**config.mk**
```make
export PLATFORM = sky130hd
export DESIGN_NAME = q2e_sqrt_cell
export DESIGN_NICKNAME = d
export VERILOG_FILES = /design/src/design/q2e_pkg.sv /design/src/design/q2e_sqrt_cell.sv
export SDC_FILE = /design/constraint.sdc
export NUM_CORES = 1
export LEC_CHECK = 0
export BUFFER_PORTS_ARGS = -buffer_cell sky130_fd_sc_hd__buf_4
export CORE_AREA = 2 2 233 235
export DETAILED_ROUTE_END_ITERATION = 12
export DIE_AREA = 0 0 235 237
export REMOVE_ABC_BUFFERS = 1
export SLEW_MARGIN = 0
export SYNTH_ARGS = -nofsm -noshare
export SYNTH_HDL_FRONTEND = slang
export SYNTH_SLANG_ARGS = --single-unit
```
**constraint.sdc**
```tcl
create_clock -name clk_i -period 2.39 [get_ports clk_i]
set_clock_uncertainty 0.05 [all_clocks]
set_input_delay 0.1195 -clock clk_i [delete_from_list [all_inputs] [get_ports clk_i]]
set_output_delay 0.1195 -clock clk_i [all_outputs]
set_load 0.005 [all_outputs]
```
**src/design/q2e_pkg.sv**
```systemverilog
package q2e_pkg;

  localparam int TW = 34;
  localparam int CW = 36;
  localparam int ZW = 36;
  localparam int NW = 62;
  localparam int SQ_STEPS = 31;
  localparam int ATAN_LEN = 24;

  localparam longint ONE_Q30 = 64'sd1073741824;
  localparam longint PI_Q30 = 64'sd3373259426;
  localparam longint HALF_PI_Q30 = 64'sd1686629713;

  localparam longint ATAN_TAB [ATAN_LEN] = '{
    64'h3243F6A8, 64'h1DAC6705, 64'h0FADBAFC, 64'h07F56EA6, 64'h03FEAB76, 64'h01FFD55B,
    64'h00FFFAAA, 64'h007FFF55, 64'h003FFFEA, 64'h001FFFFD, 64'h000FFFFF, 64'h0007FFFF,
    64'h0003FFFF, 64'h0001FFFF, 64'h0000FFFF, 64'h00007FFF, 64'h00003FFF, 64'h00001FFF,
    64'h00000FFF, 64'h000007FF, 64'h000003FF, 64'h000001FF, 64'h000000FF, 64'h0000007F
  };

  typedef struct packed {
    logic signed [15:0] quat_w;
    logic signed [15:0] quat_x;
    logic signed [15:0] quat_y;
    logic signed [15:0] quat_z;
  } quat_t;

  typedef struct packed {
    logic signed [14:0] pitch_angle;
    logic signed [15:0] roll_angle;
    logic signed [15:0] yaw_angle;
    logic               sine_clamped;
  } euler_t;

  typedef struct packed {
    logic signed [TW-1:0] t0;
    logic signed [TW-1:0] t1;
    logic signed [31:0]   t2;
    logic signed [TW-1:0] t3;
    logic signed [TW-1:0] t4;
    logic                 clamped;
  } side_t;

  typedef struct packed {
    logic signed [CW-1:0] x;
    logic signed [CW-1:0] y;
    logic signed [ZW-1:0] z;
    logic                 done;
  } cord_t;

  // lane 2 pitch, lane 1 roll, lane 0 yaw
  typedef struct packed {
    cord_t [2:0] lane;
    logic        clamped;
  } cstage_t;

  function automatic cord_t cordic_init(input logic signed [CW-1:0] y,
                                        input logic signed [CW-1:0] x);
    cord_t c;
    c.x = x;
    c.y = y;
    c.z = '0;
    c.done = 1'b0;
    if (y == '0) begin
      c.done = 1'b1;
      c.z = (x < 0) ? ZW'(PI_Q30) : ZW'(0);
    end else if (x == '0) begin
      c.done = 1'b1;
      c.z = (y > 0) ? ZW'(HALF_PI_Q30) : -ZW'(HALF_PI_Q30);
    end else if (x < 0) begin
      c.z = (y > 0) ? ZW'(PI_Q30) : -ZW'(PI_Q30);
      c.x = -x;
      c.y = -y;
    end
    return c;
  endfunction

endpackage

```
**src/design/q2e_sqrt_cell.sv**
```systemverilog
module q2e_sqrt_cell #(
  parameter int BIT_POS = 60
) (
  input  logic                    clk_i,
  input  logic                    rst_ni,
  input  logic                    en_i,
  input  logic                    valid_i,
  input  logic [q2e_pkg::NW-1:0]  n_i,
  input  logic [q2e_pkg::NW-1:0]  r_i,
  input  q2e_pkg::side_t          side_i,
  output logic                    valid_o,
  output logic [q2e_pkg::NW-1:0]  n_o,
  output logic [q2e_pkg::NW-1:0]  r_o,
  output q2e_pkg::side_t          side_o
);

  localparam logic [q2e_pkg::NW-1:0] BIT = q2e_pkg::NW'(1) << BIT_POS;

  logic [q2e_pkg::NW-1:0] trial;
  logic [q2e_pkg::NW-1:0] n_d, r_d;
  logic                   valid_q;
  logic [q2e_pkg::NW-1:0] n_q, r_q;
  q2e_pkg::side_t         side_q;

  always_comb begin
    trial = r_i + BIT;
    if (n_i >= trial) begin
      n_d = n_i - trial;
      r_d = (r_i >> 1) + BIT;
    end else begin
      n_d = n_i;
      r_d = r_i >> 1;
    end
  end

  always_ff @(posedge clk_i or negedge rst_ni) begin
    if (!rst_ni) begin
      valid_q <= 1'b0;
    end else if (en_i) begin
      valid_q <= valid_i;
    end
  end

  always_ff @(posedge clk_i) begin
    if (en_i) begin
      n_q <= n_d;
      r_q <= r_d;
      side_q <= side_i;
    end
  end

  assign valid_o = valid_q;
  assign n_o = n_q;
  assign r_o = r_q;
  assign side_o = side_q;

endmodule

```
Yosys cells after proc, flatten, opt, wreduce, memory -nomap -nowiden
Cells that the tools add are included.
{"block": "totals", "register_bits": 294, "latch_bits": 0, "ram_bits": 0, "mem_bits_ro": 0, "inputBits": 297, "out_inout_bits": 294, "elab_cells": 16, "mem_count": 0}
{"block": "classes", "addsub": 3, "n_mul": 0, "div": 0, "magnitude_cmp": 1, "eq_ne": 0, "shifts": 0, "muxes": 2, "n_bitwise": 0, "n_reduce_logical": 0}
{"op": "$add A61 B61 Y62 const B", "count": 1}
{"op": "$add A62 B61 Y62 const B", "count": 1}
{"op": "$ge A62 B62 Y1", "count": 1}
{"op": "$mux W62", "count": 1}
{"op": "$sub A62 B62 Y62", "count": 1}
{"op": "$mux W61", "count": 1}

Longest topological paths before layout
{"block": "logic_depth", "word_depth": 3, "mapped_depth": 15, "mapped_depth_nobuf": 13}

Worst setup path after synthesis
OpenSTA, ideal clock, no wires.
{"block": "synth_path", "kind": "input to register", "from": "input port n_i[0] (netlist name)", "to": "register n_q (netlist bit n_o[57]), data pin", "setup_ns": 0.256, "arrival_time_ns": 2.544, "required_time_ns": 2.084, "setup_slack_ns": -0.460, "stages": 14, "path_buffers": 1, "cell_sequence": "inv_1 -> ha_1 -> inv_1 -> fa_1 -> a21o_1 -> a221o_1 -> a2bb2oi_2 -> a21oi_1 -> o211ai_2 -> nand4_2 -> and2_1 -> buf_6 -> mux2_1 -> o211a_1"}
{"block": "synth_via", "elab_chain_len": 2, "elab_cells_between_ends": 3, "classes_between": "add/sub (1); order compare (1); mux (1)"}
{"item": "from (decl)", "line": "q2e_sqrt_cell.sv:8", "text": "input logic [q2e_pkg::NW-1:0] n_i,"}
{"item": "$sub A62 B62 Y62 / $ge A62 B62 Y1 (equally long branches)", "line": "q2e_sqrt_cell.sv:28, q2e_sqrt_cell.sv:27"}
{"item": "$mux W62 *", "line": "q2e_sqrt_cell.sv:27", "text": "if (n_i >= trial) begin"}
{"item": "named net n_d (one bit)", "line": "q2e_sqrt_cell.sv:20", "text": "logic [q2e_pkg::NW-1:0] n_d, r_d;"}
{"item": "to (signal assigned)", "line": "q2e_sqrt_cell.sv:46", "text": "n_q <= n_d;"}
{"item": "to (decl)", "line": "q2e_sqrt_cell.sv:22", "text": "logic [q2e_pkg::NW-1:0] n_q, r_q;"}
The timed path passes the listed nets; every way through them passes the cells marked *.
A chain may end at the register's enable or synchronous reset.

Worst setup path after layout
Same ends and word-level chain as after synthesis.

==> summary.md <==
| Metric | Value |
|---|---|
| Post-synth EDFFs | 293 |
| Initial Util | 25.6% |
| Initial antenna violation count | 5 |
| Seq/Total Area, Yosys | 64.6% |
| Avg Synthesized Cell Area | 12.8 um2 |
| Setup_tns | -4170 ps |
| Worst path required time | 2630 ps |
| Startpoint types | primary input |
| Core box area | 53300 um2 |
| Worst slew pin tran | 582 ps |
| Status | finished with violations |
| DRC | 0 |
| FFs w/ async S/R, synth | 0.340% |
| FMAX | 387 MHz |
| Sequential share of power | 38.7% |
| Row count | 85 |
| Total number of vias | 13631 |
| Worst rel slew slack | 60.9% |
| Max-cap violations | 0 |
| Switch share | 27.8% |
| Global-route wire length before repair | 92700 um |
| Antenna-violating nets left | 0 |
| Failing checks | negative setup slack |
| Nets | 2584 |
| WL per Instance | 22.2 um |
| Hpwl dp | 46700 um |
| Clock Root Buffer | clkbuf_16 |
| Final Power | 0.0167 W |
| Setup crit end kind | register |
| Number of global-route vias before repair | 14099 |
| Max stage delay on crit path | 360 ps |
| Mapped cell area | 13600 um2 |
| Yosys warns | 0 |
| CTS buffer count | 36 |
| Die Wd | 235 um |
| Setup Viol. Count Final | 56 |
| Hold Path Class | primary input to register |
| Most common cell after layout, fill and taps aside | buf_4 |
| Core Util, Final | 49.1% |
| DRT Wirelength | 65500 um |
| Clock Power Share | 33.1% |
| GRT overflow | 0 |
| Crit-path cells | buf_8 > inv_4 > ha_4 > inv_2 > fa_2 > a21o_4 > a221o_1 > a2bb2oi_4 > a21oi_4 > o211ai_4 > nand4_4 > and2_4 > mux2_4 > o211a_1 |
| WS Path Type | primary input to register |
| TritonCTS Sinks | 294 |
| Register Area | 8820 um2 |
| Maximum number of pins on one net before global-route repair | 75 |
| Synth Flop Type | edfxtp_1 |
| DRT iter0 DRCs | 585 |
| Port bufs | 590 |
| Fill cells | 4694 |
| Crit-path slowest cell | a221o_1 |
| Pint | 0.0121 W |
| Fin. Hold Viols | 0 |
| Unique cell type count in the Yosys netlist | 75 |
| Combinational fraction of design power | 28.2% |
| Fraction of layout cells with a size suffix above 1 | 47.9% |
| Die ar. | 55700 um2 |
| Vias per inst | 4.63 |
| Post-route setup slack | -192 ps |
| CTS Buffer Depth | 3 |
| # H-tree levels | 2 |
| Mapped Cells | 1067 |
| Pre-CTS WS | -1010 ps |
| Net Sw Power | 0.00465 W |
| Top Ports | 591 |
| Worst VDD drop | 0.000404 V |
| Buf/Inv on CP | 3 |
| CP arrival | 2820 ps |
| Clk slew on worst S/H paths | 60 ps |
| Static Leakage | 11.4 nW |
| CTS tree | yes |
| #FFs+latches synth | 294 |
| Power Dens Cells | 639 nW/um2 |
| Period minus WS final | 2580 ps |
| Slew Limit Fails | 0 |
| Family with the most delay on the worst path | compound AO/OA/AOI/OAI gates |
| Clock Latency Late Sink | 550 ps |
| Die Ht | 237 um |
| Total Routing Usage GR | 22.0% |
| RSZ-0062 raised after global routing | true |
| Most frequent cells in the layout | buf_4, dlygate4sd3_1, edfxtp_1 |
| Area of the multi-input gates | 5180 um2 |
| Drt first pass iters | 5 |
| Max Fanout on Critical Path | 5 |
| Final worst path period share | 108% |
| Layout overhead on the synthesized area | 91.8% |
| Routability cong. | 0.928 |
| Hold Slack | 42.1 ps |
==> sequential cells by signal (all words and copies together) (netlist names) <==
register,flops
r_o,62
n_o,62
side_o,169
valid_o,1
==> metrics by stage <==
step,cells,area [um2]
final,2946,26200
after global routing,2944,26200
after CTS,2924,25400
after detailed placement,2563,20700
after global placement,2563,20700
after floorplan,1025,13400
==> cell type report <==
class	instances	share of cell area, %
antenna	3	0.0287
tap	696	3.33
timing repair buffer	1160	37.5
multi-input combinational	647	19.8
inverter	85	1.25
clock buffer	46	3.62
clock inverter	15	0.755
sequential	294	33.7
==> worst paths after layout <==
check                        start      end  slack, ps  cells past startpoint
max                         n_i[0]  n_o[57]       -190                     14
min                        n_i[45]  n_o[45]         40                      4
max reg2reg                valid_o  valid_o       1590                      1
min reg2reg                valid_o  valid_o        480                      1
max in group asynchronous   rst_ni  valid_o       1790                      3
min in group asynchronous   rst_ni  valid_o        390                      3
==> cells in the mapped netlist (3+ instances only) <==
cell type	n	area (um2)
nor2b_1	7	43.8
or3_1	3	18.8
a21o_1	26	195
o21bai_1	11	82.6
nand4_1	26	163
and3_1	11	68.8
a21boi_0	3	22.5
a221oi_1	3	26.3
o31ai_1	8	60.1
edfxtp_1	293	8800
nand2_1	78	293
a211oi_1	5	37.5
and4_1	4	35.0
inv_1	85	319
ha_1	62	776
a31oi_1	9	56.3
clkbuf_1	22	82.6
nor4_1	4	25.0
a22oi_1	3	22.5
o21a_1	13	97.6
a2111o_1	4	45.0
o221ai_1	4	35.0
xor2_1	28	245
nand2b_1	7	43.8
and2_1	9	56.3
xnor2_1	21	184
buf_6	4	45.0
a21oi_1	99	495
nand3_1	11	55.1
o211ai_1	6	45.0
o21ai_0	47	235
nor2_1	73	274
buf_2	14	70.1
nor3_1	13	65.1
==> timing repair <==
item,in CTS,in global routing
pin swaps,34,49
hold buffers,291,2
resized for setup,120,124
endpoints found under the hold margin,328,1
endpoints found under the setup margin,63,63
gates cloned,3,7
buffers inserted,6,12
==> power groups by stage <==
| stage | logic [W] | registers (W) | clock network (W) |
|---|---|---|---|
| after floorplan | 0.00113 | 0.00658 | 0 |
| after detailed placement | 0.00358 | 0.00655 | 0 |
| after global placement | 0.00356 | 0.00656 | 0 |
| after CTS | 0.00429 | 0.00646 | 0.00566 |
| after global routing | 0.00502 | 0.00651 | 0.00589 |
| final | 0.00471 | 0.00647 | 0.00554 |
==> metal layers <==
layer	track usage, %	part of all wire [%]
met3	4.73	5.9
met1	27.2	41
met4	5.10	2.4
met2	39.2	51
met5	0	0.063
==> cell families (layout without fill, tap and decap cells) <==
| kind of cell | after synthesis | in the layout | share of synthesized area, % |
|---|---|---|---|
| simple gates | 254 | 255 | 8.86 |
| flops | 294 | 294 | 64.6 |
| fa+ha+maj | 63 | 63 | 5.83 |
| buf+inv | 127 | 1306 | 3.85 |
| compound gates | 276 | 276 | 13.3 |
| xor+xnor | 49 | 49 | 3.14 |
| mux | 4 | 4 | 0.321 |
| other cells | 0 | 3 | 0 |
Note: power is estimated with default switching activity, not from simulation.
